===== src/hw/rtl/lse_pkg.sv =====
// Shared constants and types for the strip lightning effect.
// No dependencies; every other file of the block imports this package.
package lse_pkg;

   // strip geometry (2 to 64 pixels)
   localparam int PIXELS  = 32;

   // field widths
   localparam int CALL_W  = 32;
   localparam int POS_W   = 6;
   localparam int DELAY_W = 8;
   localparam int LEVEL_W = 8;
   localparam int IDX_W   = 6;

   // update ticks are multiples of TICK_DIV
   localparam int TICK_DIV  = 10;
   localparam int NIBBLES   = CALL_W / 4;
   localparam int NIB_CNT_W = $clog2(NIBBLES);
   localparam int RES_W     = 4;

   localparam logic [LEVEL_W-1:0] STRIKE_LEVEL = 8'd255;
   localparam int LEVEL_MAX   = 209;
   localparam int DECAY_SHIFT = 3;

   // floor(7*x/10) for 8-bit x as (x * SEV_MULT) >> SEV_SHIFT
   localparam int SEV_SHIFT = 16;
   localparam int SEV_MULT  = 45878;
   localparam int SEV_W     = LEVEL_W + SEV_SHIFT;

   // strike position modulo PIXELS by reciprocal, exact for positions below 64
   localparam int RECIP_SHIFT = 12;
   localparam int RECIP_W     = 13;
   localparam int POS_RECIP   = ((1 << RECIP_SHIFT) + PIXELS - 1) / PIXELS;

   typedef struct packed {
      logic shift;
      logic strike;
   } lse_cell_ctrl_type;

   typedef struct packed {
      logic done;
      logic multiple;
   } lse_mod_status_type;

   typedef struct packed {
      logic step;
      logic first;
      logic last;
   } lse_step_type;

endpackage


===== src/hw/rtl/lse_cell.sv =====
// One pixel cell of the strip ring: holds a level, takes a strike or its
// neighbour's level. Depends on lse_pkg.
module lse_cell (
   input  logic                           clock,
   input  logic                           reset,
   input  lse_pkg::lse_cell_ctrl_type     ctrl,
   input  logic                           hit,
   input  logic [lse_pkg::LEVEL_W-1:0]    shift_in,
   output logic [lse_pkg::LEVEL_W-1:0]    level
);
   import lse_pkg::*;

   logic [LEVEL_W-1:0] level_ff;
   logic [LEVEL_W-1:0] level_in;

   always_comb begin
      priority if (ctrl.strike && hit) begin
         level_in = STRIKE_LEVEL;
      end else if (ctrl.shift) begin
         level_in = shift_in;
      end else begin
         level_in = level_ff;
      end
   end

   always_ff @(posedge clock) begin
      if (reset) begin
         level_ff <= '0;
      end else begin
         level_ff <= level_in;
      end
   end

   assign level = level_ff;

endmodule


===== src/hw/rtl/lse_mod10.sv =====
// Residue of the tick number modulo ten, one nibble per cycle from the top.
// Depends on lse_pkg.
module lse_mod10 (
   input  logic                          clock,
   input  logic                          reset,
   input  logic                          start,
   input  logic [lse_pkg::CALL_W-1:0]    value,
   output lse_pkg::lse_mod_status_type   status
);
   import lse_pkg::*;

   logic [CALL_W-1:0]    sh_ff, sh_in;
   logic [RES_W-1:0]     res_ff, res_in;
   logic [NIB_CNT_W-1:0] cnt_ff, cnt_in;
   logic                 busy_ff, busy_in;
   logic                 done_ff, done_in;
   logic [6:0]           t;

   // 16*r == 6*r modulo ten, so t stays below seven tens
   always_comb begin
      t = 7'(res_ff) * 7'd6 + 7'(sh_ff[CALL_W-1 -: 4]);
      priority if (t >= 7'(6 * TICK_DIV)) begin
         res_in = RES_W'(t - 7'(6 * TICK_DIV));
      end else if (t >= 7'(5 * TICK_DIV)) begin
         res_in = RES_W'(t - 7'(5 * TICK_DIV));
      end else if (t >= 7'(4 * TICK_DIV)) begin
         res_in = RES_W'(t - 7'(4 * TICK_DIV));
      end else if (t >= 7'(3 * TICK_DIV)) begin
         res_in = RES_W'(t - 7'(3 * TICK_DIV));
      end else if (t >= 7'(2 * TICK_DIV)) begin
         res_in = RES_W'(t - 7'(2 * TICK_DIV));
      end else if (t >= 7'(TICK_DIV)) begin
         res_in = RES_W'(t - 7'(TICK_DIV));
      end else begin
         res_in = RES_W'(t);
      end

      sh_in   = sh_ff << 4;
      cnt_in  = cnt_ff + 1'b1;
      busy_in = busy_ff;
      done_in = 1'b0;
      if (start) begin
         sh_in   = value;
         res_in  = '0;
         cnt_in  = '0;
         busy_in = 1'b1;
      end else if (busy_ff) begin
         if (cnt_ff == NIB_CNT_W'(NIBBLES - 1)) begin
            busy_in = 1'b0;
            done_in = 1'b1;
         end
      end else begin
         sh_in  = sh_ff;
         res_in = res_ff;
         cnt_in = cnt_ff;
      end
   end

   always_ff @(posedge clock) begin
      if (reset) begin
         busy_ff <= 1'b0;
         done_ff <= 1'b0;
         cnt_ff  <= '0;
      end else begin
         busy_ff <= busy_in;
         done_ff <= done_in;
         cnt_ff  <= cnt_in;
      end
   end

   always_ff @(posedge clock) begin
      sh_ff  <= sh_in;
      res_ff <= res_in;
   end

   assign status.done     = done_ff;
   assign status.multiple = (res_ff == '0);

endmodule


===== src/hw/rtl/lse_glow.sv =====
// Per-pixel glow unit: gradient sign, decay and spread from a neighbour,
// with a window on the previous old level and new level. Depends on lse_pkg.
module lse_glow (
   input  logic                          clock,
   input  lse_pkg::lse_step_type         ctrl,
   input  logic [lse_pkg::LEVEL_W-1:0]   cur,
   input  logic [lse_pkg::LEVEL_W-1:0]   nxt,
   output logic [lse_pkg::LEVEL_W-1:0]   nb
);
   import lse_pkg::*;

   logic [LEVEL_W-1:0] prev_ff;
   logic [LEVEL_W-1:0] left_nb_ff;
   logic               up, down;
   logic [LEVEL_W-1:0] op;
   logic [SEV_W-1:0]   sev_prod;
   logic [LEVEL_W-1:0] sev;

   // interior: half the difference is non-zero only when it is two or more
   always_comb begin
      priority if (ctrl.first) begin
         up   = nxt > cur;
         down = nxt < cur;
      end else if (ctrl.last) begin
         up   = cur > prev_ff;
         down = cur < prev_ff;
      end else begin
         up   = 9'(nxt) > 9'(prev_ff) + 9'd1;
         down = 9'(prev_ff) > 9'(nxt) + 9'd1;
      end

      op       = up ? nxt : left_nb_ff;
      sev_prod = SEV_W'(op) * SEV_W'(SEV_MULT);
      sev      = sev_prod[SEV_SHIFT +: LEVEL_W];

      nb = cur >> DECAY_SHIFT;
      if ((up && !ctrl.last) || (down && !ctrl.first)) begin
         nb = nb + sev;
      end
   end

   always_ff @(posedge clock) begin
      if (ctrl.step) begin
         prev_ff    <= cur;
         left_nb_ff <= nb;
      end
   end

endmodule


===== src/hw/rtl/led_strip_lightning_effect.sv =====
// Lightning effect for a strip of PIXELS pixels. A request is one tick; the
// block takes it when idle, finds the tick number modulo ten (one nibble
// a cycle) and drops the request there if it is not a multiple of ten. An
// update tick then goes through a strike state and a run state, in which
// the ring of pixel cells rotates through the glow unit one pixel a step;
// a step waits while a response is stalled. A new request is taken only
// once the last pixel of the frame has been stepped out. Responses come in
// pixel order, last_pixel marking the final pixel. Depends on lse_pkg,
// lse_cell, lse_mod10 and lse_glow.
module led_strip_lightning_effect (
   input  logic                          clock,
   input  logic                          reset,
   input  logic                          req_valid,
   output logic                          req_ready,
   input  logic [lse_pkg::CALL_W-1:0]    req_call_number,
   input  logic [lse_pkg::POS_W-1:0]     req_strike_position,
   input  logic [lse_pkg::DELAY_W-1:0]   req_strike_delay,
   output logic                          rsp_valid,
   input  logic                          rsp_ready,
   output logic [lse_pkg::IDX_W-1:0]     rsp_pixel_index,
   output logic [lse_pkg::LEVEL_W-1:0]   rsp_pixel_level,
   output logic                          rsp_last_pixel
);
   import lse_pkg::*;

   localparam logic [1:0] S_IDLE   = 2'd0;
   localparam logic [1:0] S_MOD    = 2'd1;
   localparam logic [1:0] S_STRIKE = 2'd2;
   localparam logic [1:0] S_RUN    = 2'd3;

   logic [1:0]         state_ff, state_in;
   logic [CALL_W-1:0]  call_ff, call_in;
   logic [DELAY_W-1:0] delay_ff, delay_in;
   logic [POS_W-1:0]   strike_idx_ff, strike_idx_in;
   logic [CALL_W-1:0]  next_ff, next_in;
   logic [IDX_W-1:0]   idx_ff, idx_in;
   logic               rsp_valid_ff, rsp_valid_in;
   logic [IDX_W-1:0]   rsp_index_ff, rsp_index_in;
   logic [LEVEL_W-1:0] rsp_level_ff, rsp_level_in;
   logic               rsp_last_ff, rsp_last_in;

   logic                       accept;
   logic                       strike_now;
   logic [POS_W+RECIP_W-1:0]   pos_prod;
   logic [POS_W-1:0]           pos_q;
   logic [POS_W-1:0]           pos_rem;
   lse_mod_status_type         mod_status;
   lse_cell_ctrl_type          cell_ctrl;
   lse_step_type               step_ctrl;
   logic [LEVEL_W-1:0]         nb;
   logic [LEVEL_W-1:0]         cell_level [PIXELS];

   assign accept    = req_valid && req_ready;
   assign req_ready = (state_ff == S_IDLE);

   // strike position modulo the strip length by reciprocal multiply
   always_comb begin
      pos_prod = (POS_W+RECIP_W)'(req_strike_position) * (POS_W+RECIP_W)'(POS_RECIP);
      pos_q    = pos_prod[RECIP_SHIFT +: POS_W];
      pos_rem  = req_strike_position - pos_q * POS_W'(PIXELS);
   end

   assign strike_now = (call_ff >= next_ff);

   always_comb begin
      state_in      = state_ff;
      call_in       = call_ff;
      delay_in      = delay_ff;
      strike_idx_in = strike_idx_ff;
      next_in       = next_ff;
      idx_in        = idx_ff;
      rsp_valid_in  = rsp_valid_ff && !rsp_ready;
      rsp_index_in  = rsp_index_ff;
      rsp_level_in  = rsp_level_ff;
      rsp_last_in   = rsp_last_ff;

      step_ctrl.step  = (state_ff == S_RUN) && (!rsp_valid_ff || rsp_ready);
      step_ctrl.first = (idx_ff == '0);
      step_ctrl.last  = (idx_ff == IDX_W'(PIXELS - 1));
      cell_ctrl.shift  = step_ctrl.step;
      cell_ctrl.strike = (state_ff == S_STRIKE) && strike_now;

      unique case (state_ff)
         S_IDLE: begin
            if (accept) begin
               call_in       = req_call_number;
               delay_in      = req_strike_delay;
               strike_idx_in = pos_rem;
               state_in      = S_MOD;
            end
         end
         S_MOD: begin
            if (mod_status.done) begin
               state_in = mod_status.multiple ? S_STRIKE : S_IDLE;
            end
         end
         S_STRIKE: begin
            if (strike_now) begin
               next_in = call_ff + CALL_W'(delay_ff);
            end
            idx_in   = '0;
            state_in = S_RUN;
         end
         S_RUN: begin
            if (step_ctrl.step) begin
               rsp_valid_in = 1'b1;
               rsp_index_in = idx_ff;
               rsp_level_in = nb;
               rsp_last_in  = step_ctrl.last;
               idx_in       = idx_ff + 1'b1;
               if (step_ctrl.last) begin
                  state_in = S_IDLE;
               end
            end
         end
         default: begin
            state_in = S_IDLE;
         end
      endcase
   end

   always_ff @(posedge clock) begin
      if (reset) begin
         state_ff     <= S_IDLE;
         next_ff      <= '0;
         idx_ff       <= '0;
         rsp_valid_ff <= 1'b0;
      end else begin
         state_ff     <= state_in;
         next_ff      <= next_in;
         idx_ff       <= idx_in;
         rsp_valid_ff <= rsp_valid_in;
      end
   end

   always_ff @(posedge clock) begin
      call_ff       <= call_in;
      delay_ff      <= delay_in;
      strike_idx_ff <= strike_idx_in;
      rsp_index_ff  <= rsp_index_in;
      rsp_level_ff  <= rsp_level_in;
      rsp_last_ff   <= rsp_last_in;
   end

   lse_mod10 u_mod10 (
      .clock  (clock),
      .reset  (reset),
      .start  (accept),
      .value  (req_call_number),
      .status (mod_status)
   );

   // cell 0 holds the pixel under work, cell 1 its right neighbour;
   // new levels enter at the tail, so after a frame the ring is in order again
   for (genvar k = 0; k < PIXELS; k++) begin : g_cell
      logic [LEVEL_W-1:0] shift_in;
      if (k == PIXELS - 1) begin : g_tail
         assign shift_in = nb;
      end else begin : g_body
         assign shift_in = cell_level[k+1];
      end
      lse_cell u_cell (
         .clock    (clock),
         .reset    (reset),
         .ctrl     (cell_ctrl),
         .hit      (strike_idx_ff == IDX_W'(k)),
         .shift_in (shift_in),
         .level    (cell_level[k])
      );
   end

   lse_glow u_glow (
      .clock (clock),
      .ctrl  (step_ctrl),
      .cur   (cell_level[0]),
      .nxt   (cell_level[1]),
      .nb    (nb)
   );

   assign rsp_valid       = rsp_valid_ff;
   assign rsp_pixel_index = rsp_index_ff;
   assign rsp_pixel_level = rsp_level_ff;
   assign rsp_last_pixel  = rsp_last_ff;

endmodule


===== config.mk =====
export PLATFORM = sky130hd
export DESIGN_NAME = led_strip_lightning_effect
export DESIGN_NICKNAME = d
export VERILOG_FILES = /design/src/hw/rtl/lse_pkg.sv /design/src/hw/rtl/lse_cell.sv /design/src/hw/rtl/lse_mod10.sv /design/src/hw/rtl/lse_glow.sv /design/src/hw/rtl/led_strip_lightning_effect.sv
export SDC_FILE = /design/constraint.sdc
export NUM_CORES = 1
export LEC_CHECK = 0
export ABC_AREA = 1
export BUFFER_PORTS_ARGS = -buffer_cell sky130_fd_sc_hd__buf_2
export CAP_MARGIN = 20
export CORE_ASPECT_RATIO = 0.9
export CORE_MARGIN = 3
export CORE_UTILIZATION = 61
export CTS_CLUSTER_DIAMETER = 60
export DETAILED_ROUTE_END_ITERATION = 12
export MAX_ROUTING_LAYER = met4
export PLACE_DENSITY = 0.88
export SLEW_MARGIN = 30
export SYNTH_ARGS = -nofsm -noshare
export SYNTH_HDL_FRONTEND = slang
export SYNTH_SLANG_ARGS = --single-unit

===== constraint.sdc =====
create_clock -name clock -period 18.4 [get_ports clock]
set_input_delay 1.84 -clock clock [delete_from_list [all_inputs] [get_ports clock]]
set_output_delay 1.84 -clock clock [all_outputs]
set_load 0.005 [all_outputs]

; ---- Word level (Yosys, flattened, before mapping)
; Index checks and enable logic that the tools add are counted.
[op_classes]
eq_ne = 40
order_cmp = 13
n_reduce_logical = 89
addsub = 14
multipliers = 2
muxes = 92
bitwise = 1
[op_table]
columns = op, count
row1 = $mux 8, 66
row2 = $eq 6x5->1 const B, 17
row3 = $reduce_bool 2->1, 34
row4 = $mux 32, 2
row5 = $eq 6x4->1 const B, 8
row6 = $logic_and 1x1->1, 38
row7 = $add 32x8->32, 1
row8 = $ge 32x32->1, 1
row9 = $eq 6x3->1 const B, 4
row10 = $mux 4, 6
row11 = $mul 8x15->23 const B, 1
row12 = $ge 7x6->1 const B, 3
row13 = $add 8x1->9 const B, 2
row14 = $gt 8x9->1, 2
row15 = $gt 8x8->1, 2
row16 = $lt 8x8->1, 2
row17 = $sub 4x4->4 const B, 4
row18 = $ge 7x5->1 const B, 2
row19 = $eq 6x2->1 const B, 2
row20 = $logic_not 6->1, 2
row21 = $pmux 6 s2, 1
row22 = $mux 1, 10
row23 = $mux 2, 5
row24 = $add 5x8->8, 1
row25 = 25 further kinds, 35
[word_totals]
regBits = 415
out_inout_bits = 17

; ---- Longest topological paths before layout
[logic_depth]
depth_word = 10
depth_mapped = 49

; ---- Modules after synthesis
; From an unflattened synthesis, not the netlist that was laid out.
[unflattened]
hier_cells = 3557
hier_area_um2 = 25515.7
[modules_own_cells]
columns = mod, seq_area_each_um2, instances, cells_each, area_each_um2
row1 = lse_cell, 160.2, 32, 61, 409.1
row2 = led_strip_lightning_effect, 2622.5, 1, 781, 5952.0
row3 = lse_glow, 480.5, 1, 519, 3978.8
row4 = lse_mod10, 1141.1, 1, 305, 2492.4

; ---- Worst setup path after synthesis
; OpenSTA, ideal clock, no wires.
[synth_timing]
kind = register to register
startpoint = reg u_glow.prev_ff[2]
endpoint = reg rsp_level_ff[7], in the netlist rsp_pixel_level[7] (data pin)
t_required_ns = 18.145
stages_incl_launch_ff = 39
setup_slack_ns = 11.436
setup_ns = 0.255
arrival_ns = 6.708
n_path_buf = 1
path_cell_list = edfxtp_1 -> inv_1 -> nor3_1 -> inv_1 -> nor2_1 -> inv_1 -> nor3_1 -> xor2_1 -> ha_1 -> nand4_1 -> nand2_1 -> nor2_1 -> nand2_2 -> nand2_4 -> nand2_4 -> clkbuf_1 -> o21ai_0 -> ha_1 -> [... 3 more ...] -> fa_1 -> fa_1 -> ha_1 -> a21oi_1 -> o21ai_0 -> a21oi_1 -> nand2_2 -> xor2_1 -> ha_1 -> a21oi_1 -> inv_1 -> a31oi_1 -> o21ai_0 -> a21oi_1 -> nor2_4 -> nand2_1 -> nand2_1 -> and3_1
[synth_via]
elab_chain_cells = 8
word_cells_on_any_way = 16
classes_between = add/sub (2) / mul (1) / order compare (4) / mux (6) / reduce/logical (3)
[synth_lines]
columns = item, line_no
row1 = start: declaration, lse_glow.sv:12  ; logic [LEVEL_W-1:0] prev_ff;
row2 = start signal: assignment, lse_glow.sv:44  ; prev_ff <= cur;
row3 = $add 8x1->9, lse_glow.sv:28  ; up = 9'(nxt) > 9'(prev_ff) + 9'd1;
row4 = $gt 8x9->1, lse_glow.sv:28
row5 = $mux 1, lse_glow.sv:24  ; end else if (ctrl.last) begin
row6 = $mux 1, lse_glow.sv:21  ; priority if (ctrl.first) begin
row7 = $mux 8, lse_glow.sv:32  ; op = up ? nxt : left_nb_ff;
row8 = $mul 8x15->23, lse_glow.sv:33  ; sev_prod = SEV_W'(op) * SEV_W'(SEV_MULT);
row9 = $add 5x8->8, lse_glow.sv:38  ; nb = nb + sev;
row10 = $mux 8 *, lse_glow.sv:37  ; if ((up && !ctrl.last) || (down && !ctrl.first)) begin
row11 = net g_cell[31].shift_in[7], led_strip_lightning_effect.sv:156  ; logic [LEVEL_W-1:0] shift_in;
row12 = end signal: assignment, led_strip_lightning_effect.sv:141  ; rsp_level_ff <= rsp_level_in;
row13 = end: declaration, led_strip_lightning_effect.sv:39  ; logic [LEVEL_W-1:0] rsp_level_ff, rsp_level_in;
; The timed path passes the listed nets; every way through them passes the cells marked *.
; A chain may end at the register's enable or synchronous reset.

; ---- Worst setup path in the final report
[layout_timing]
startpoint = reg u_glow.prev_ff[2]
endpoint = reg g_cell[31].u_cell.level_ff[5]
[layout_via]
elab_chain_cells = 10
word_cells_on_any_way = 18
classes_between = add/sub (2) / mul (1) / order compare (4) / mux (8) / reduce/logical (3)
[layout_lines]
columns = item, line_no
row1 = $add 8x1->9, lse_glow.sv:28
row2 = $gt 8x9->1, lse_glow.sv:28
row3 = $mux 1, lse_glow.sv:24
row4 = $mux 1, lse_glow.sv:21
row5 = $mux 8, lse_glow.sv:32
row6 = $mul 8x15->23, lse_glow.sv:33
row7 = $add 5x8->8, lse_glow.sv:38
row8 = $mux 8 *, lse_glow.sv:37
row9 = net g_cell[31].shift_in[5], led_strip_lightning_effect.sv:156
row10 = $mux 8 *, lse_cell.sv:19  ; end else if (ctrl.shift) begin
row11 = $mux 8 *, lse_cell.sv:17  ; priority if (ctrl.strike && hit) begin
row12 = end signal: assignment, lse_cell.sv:30  ; level_ff <= level_in;
row13 = end: declaration, lse_cell.sv:13  ; logic [LEVEL_W-1:0] level_ff;
; The timed path passes the listed nets; every way through them passes the cells marked *. The select of a mux whose other input is x is not followed.

==> impl_metrics.csv <==
group,metric,value,unit
drt,vias,17000,
clocking,ctsHtreeMaxLevel,2,
sta,tns,0,ns
setup_path,crit_path_end,"g_cell[31].u_cell.level[5]",
clocking,clock_insertion_delay_worst_skew,0.55,ns
drt,totalWireLength,47100,um
finish,stdcell_count,2932,
clocking,tritoncts,"yes",
setup_path,critical_path.endpoint_type,"register",
power_and_ir_drop,vdd_ir_drop_max,0.000158,V
clocking,cts_resized,0,
floorplanning,num_io_pins,67,
floorplanning,core-area,32400,um^2
global_routing,grt_start_max_net_pins,139,
sta,final_max_slew_viol_count,0,
worst_hold_path,worst_hold_class,"register to register",
yosys,synth_enable_flop_cells,100,
run_status,outcome,"complete, no violations",
finish,final_layout_size_suffix_gt1_frac,0.0855,
power_and_ir_drop,power_density,173,nW/um^2
yosys,ys_async_sr_fraction,0,
setup_path,critical_path.slowest_cell,"o21ai_0",
sta,layout_worst_path_cycle_share,0.428,
yosys,synth_top_cells_by_area,"dfxtp_1, edfxtp_1, nand2_1",
floorplanning,chipWidth,199,um
drt,detail_route.drc_violations,0,
worst_hold_path,worstHoldPathCells,2,
yosys,yosysWarningCount,0,
sta,timing_worst_slew_pin_value,0.946,ns
finish,nets,2714,
drt,route.antenna.remaining_nets,0,
sta,period_minus_slack,7.87,ns
place,place_hpwl,32600,um
drt,vias_per_cell,5.80,
finish,layout-area-overhead-vs-synth,9.45,%
sta,maxSlewHeadroom,0.369,
drt,post_drt_wl_per_cell,16.1,um
yosys,syn_nets,2701,
run,cap_viol_max_count,0,
setup_path,worstSetupPathType,"register to register",
setup_path,critical_path_required,18.89,ns
clocking,cts_root_buf,"clkbuf_16",
sta,setup_violating_endpoint_count_in_the_final_report,0,
setup_path,r2r-start,"u_glow.prev_ff[2]",
clocking,postCtsSetupRepairBufs,0,
setup_path,critPathArrivalTime,8.36,ns
global_routing,grt_pass1_vias,16300,
sta,setup_repair_after_global_routing_missed_its_margin,"false",
setup_path,r2r.worst_path.cells,41,
yosys,post-synth-top-area-fraction,0.300,
place,number_of_cells_after_detailed_placement,2856,
clocking,clock_path_buffers,3,
yosys,synth.largest_area_cell,"dfxtp_1",
yosys,yosys_register_bits,406,
global_routing,grt-ovfl-total,0,
yosys,syn-cell-area,20400,um^2
yosys,yosysUniqueCellTypes,55,
global_routing,grt_first_pass_wirelength,78100,um
setup_path,startpoint_type,"register",
global_routing,gr-usage-all-layers,0.268,
clocking,hold_buffers,0,
clocking,cts_sinks,406,
drt,drc_violation_total_after_the_first_tritonroute_iteration,1616,
sta,finalHoldViolations,0,
sta,worst_case_clock_skew,0.0260,ns
place,pre_cts_ws,10.61,ns
place,numPortBuffers,65,
setup_path,critical-path-max-stage-delay,0.63,ns
setup_path,critPathMaxFanout,15,
sta,achievable_freq,0.127,GHz
drt,drt_pre_antenna_iters,6,
setup_path,ff2ff_setup_slack,10.53,ns
floorplanning,row_count,62,
finish,n_fill_cell,2459,
finish,antenna-diode-count,0,
floorplanning,die_height,180,um
global_routing,antenna_violations_before_repair,0,
setup_path,path_common_cell,"inv_1",
floorplanning,initial_core_util,0.630,
sta,postLayoutSetupSlackWorst,10.53,ns
power_and_ir_drop,leakage,9.04,nW
yosys,synth_top_flop_cell,"dfxtp_1",
setup_path,r2r-end,"g_cell[31].u_cell.level[5]",
place,gp_routability_congestion,0.944,
clocking,clk_pin_slew_worst_paths,0.06,ns
clocking,cts_buffers,41,
power_and_ir_drop,power,3.86,mW
yosys,netlist_instances,2470,
yosys,syn-mean-instance-area,8.27,um^2
floorplanning,floorplan.die_area,35700,um^2
yosys,yosysSeqAreaShare,0.447,
setup_path,critPathLaunch,"u_glow.prev_ff[2]",
layer usage:
layer,track usage,vias up,wire [um]
met2,0.428,615,22400
met1,0.352,7936,20200
met5,-,-,0
met3,0.0406,114,3180
li1,-,8336,-
met4,0.0863,0,1290
where the power goes:
part / internal, mW / switching, mW / leakage [nW]
clock network: 0.486 / 0.353 / 0.691
logic: 0.714 / 1.30 / 4.91
registers: 0.981 / 0.0309 / 3.44
total: 2.18 / 1.68 / 9.04
cells in the final DEF, fill, tap and decap left out, drive strengths merged, types with 3 or more instances in the layout:
cell type / Yosys / layout
buf: 6 / 75
a211oi: 8 / 8
fa: 29 / 29
xnor2: 15 / 15
o21ai: 134 / 134
o21a: 5 / 5
ha: 152 / 152
dfxtp: 306 / 306
a31oi: 205 / 205
mux2i: 5 / 5
edfxtp: 100 / 100
nor3: 33 / 33
o2111ai: 3 / 3
clkbuf: 99 / 60
inv: 236 / 241
clkinv: 0 / 10
nor4: 10 / 10
o22ai: 4 / 4
nand2: 765 / 765
xor2: 39 / 39
or2: 5 / 5
nand3: 30 / 30
a21oi: 168 / 168
nor2: 78 / 78
nand4: 18 / 18
logic make-up after synthesis:
family,Yosys count,synth area share
flops,406,0.447
buf+inv,341,0.0634
fa+ha+maj,181,0.122
mux,5,0.00245
xor+xnor,54,0.0235
simple gates,946,0.192
compound gates,537,0.150
worst min-delay path by stage:
| stage | from | slack, ns | endpoint |
|---|---|---|---|
| after detailed placement | next_ff[26] | 0.45 | next_ff[26] |
| after global routing | next_ff[8] | 0.48 | next_ff[8] |
| after floorplan | next_ff[2] | 0.43 | next_ff[2] |
| after global placement | next_ff[5] | 0.44 | next_ff[5] |
| after CTS | next_ff[26] | 0.46 | next_ff[26] |
| final | next_ff[5] | 0.46 | next_ff[5] |
layout make-up:
type | instances | area (um^2) | share of cell area
multi-input combinational | 1723 | 10000 | 0.448
sequential | 406 | 9130 | 0.408
clock buffer | 60 | 1230 | 0.0550
inverter | 236 | 893 | 0.0400
tap | 416 | 520 | 0.0233
timing repair buffer | 75 | 422 | 0.0189
clock inverter | 16 | 153 | 0.00683
sequential cells by signal, summed over array words and instances (netlist names), 2 cells and up:
name	count
u_mod10.cnt_ff	3
delay_ff	8
next_ff	32
state_ff	2
call_ff	32
g_cell.u_cell.level	256
idx_ff	6
u_mod10.res_ff	4
strike_idx_ff	5
rsp_pixel_level	8
u_glow.prev_ff	8
rsp_pixel_index	6
u_mod10.sh_ff	32
through the flow:
step	utilization	cell area, um^2	hold slack, ns
finish	0.690	22400	0.459
global route	0.690	22400	0.478
CTS	0.689	22400	0.462
detailed placement	0.647	21000	0.453
global placement	0.647	21000	0.443
floorplan	-	20400	0.433
cells in the mapped netlist (2+ instances only):
cell type,n
fa_1,29
edfxtp_1,100
nor2_1,74
nand2_2,31
buf_4,3
a221oi_1,2
a31oi_1,205
nand4_1,17
mux2i_1,5
nand3_2,2
o21ai_0,105
xor2_1,39
inv_2,3
o2111ai_1,3
nor4_1,10
and3_1,2
nand3_1,28
nor2_2,3
buf_1,2
nor3_1,30
o22ai_1,4
a211oi_1,8
xnor2_1,14
nor3_4,2
inv_1,232
ha_1,152
or2_2,4
nand2_1,728
a21oi_1,168
o21ai_1,19
o21ai_2,10
clkbuf_1,99
dfxtp_1,306
nand2_4,6
o21a_1,5
worst max-delay path, delay by kind of cell (launching register included):
kind | cells | cell delay (ns)
buffers and inverters | 8 | 0.56
xor gates and xnor gates | 1 | 0.17
DFF | 1 | 0.43
and+or+nand+nor | 15 | 1.54
AOI/OAI and AO/OA | 10 | 2.23
adders and majority gates | 7 | 2.90
No activity file was read; power rests on OpenSTA's default activity.
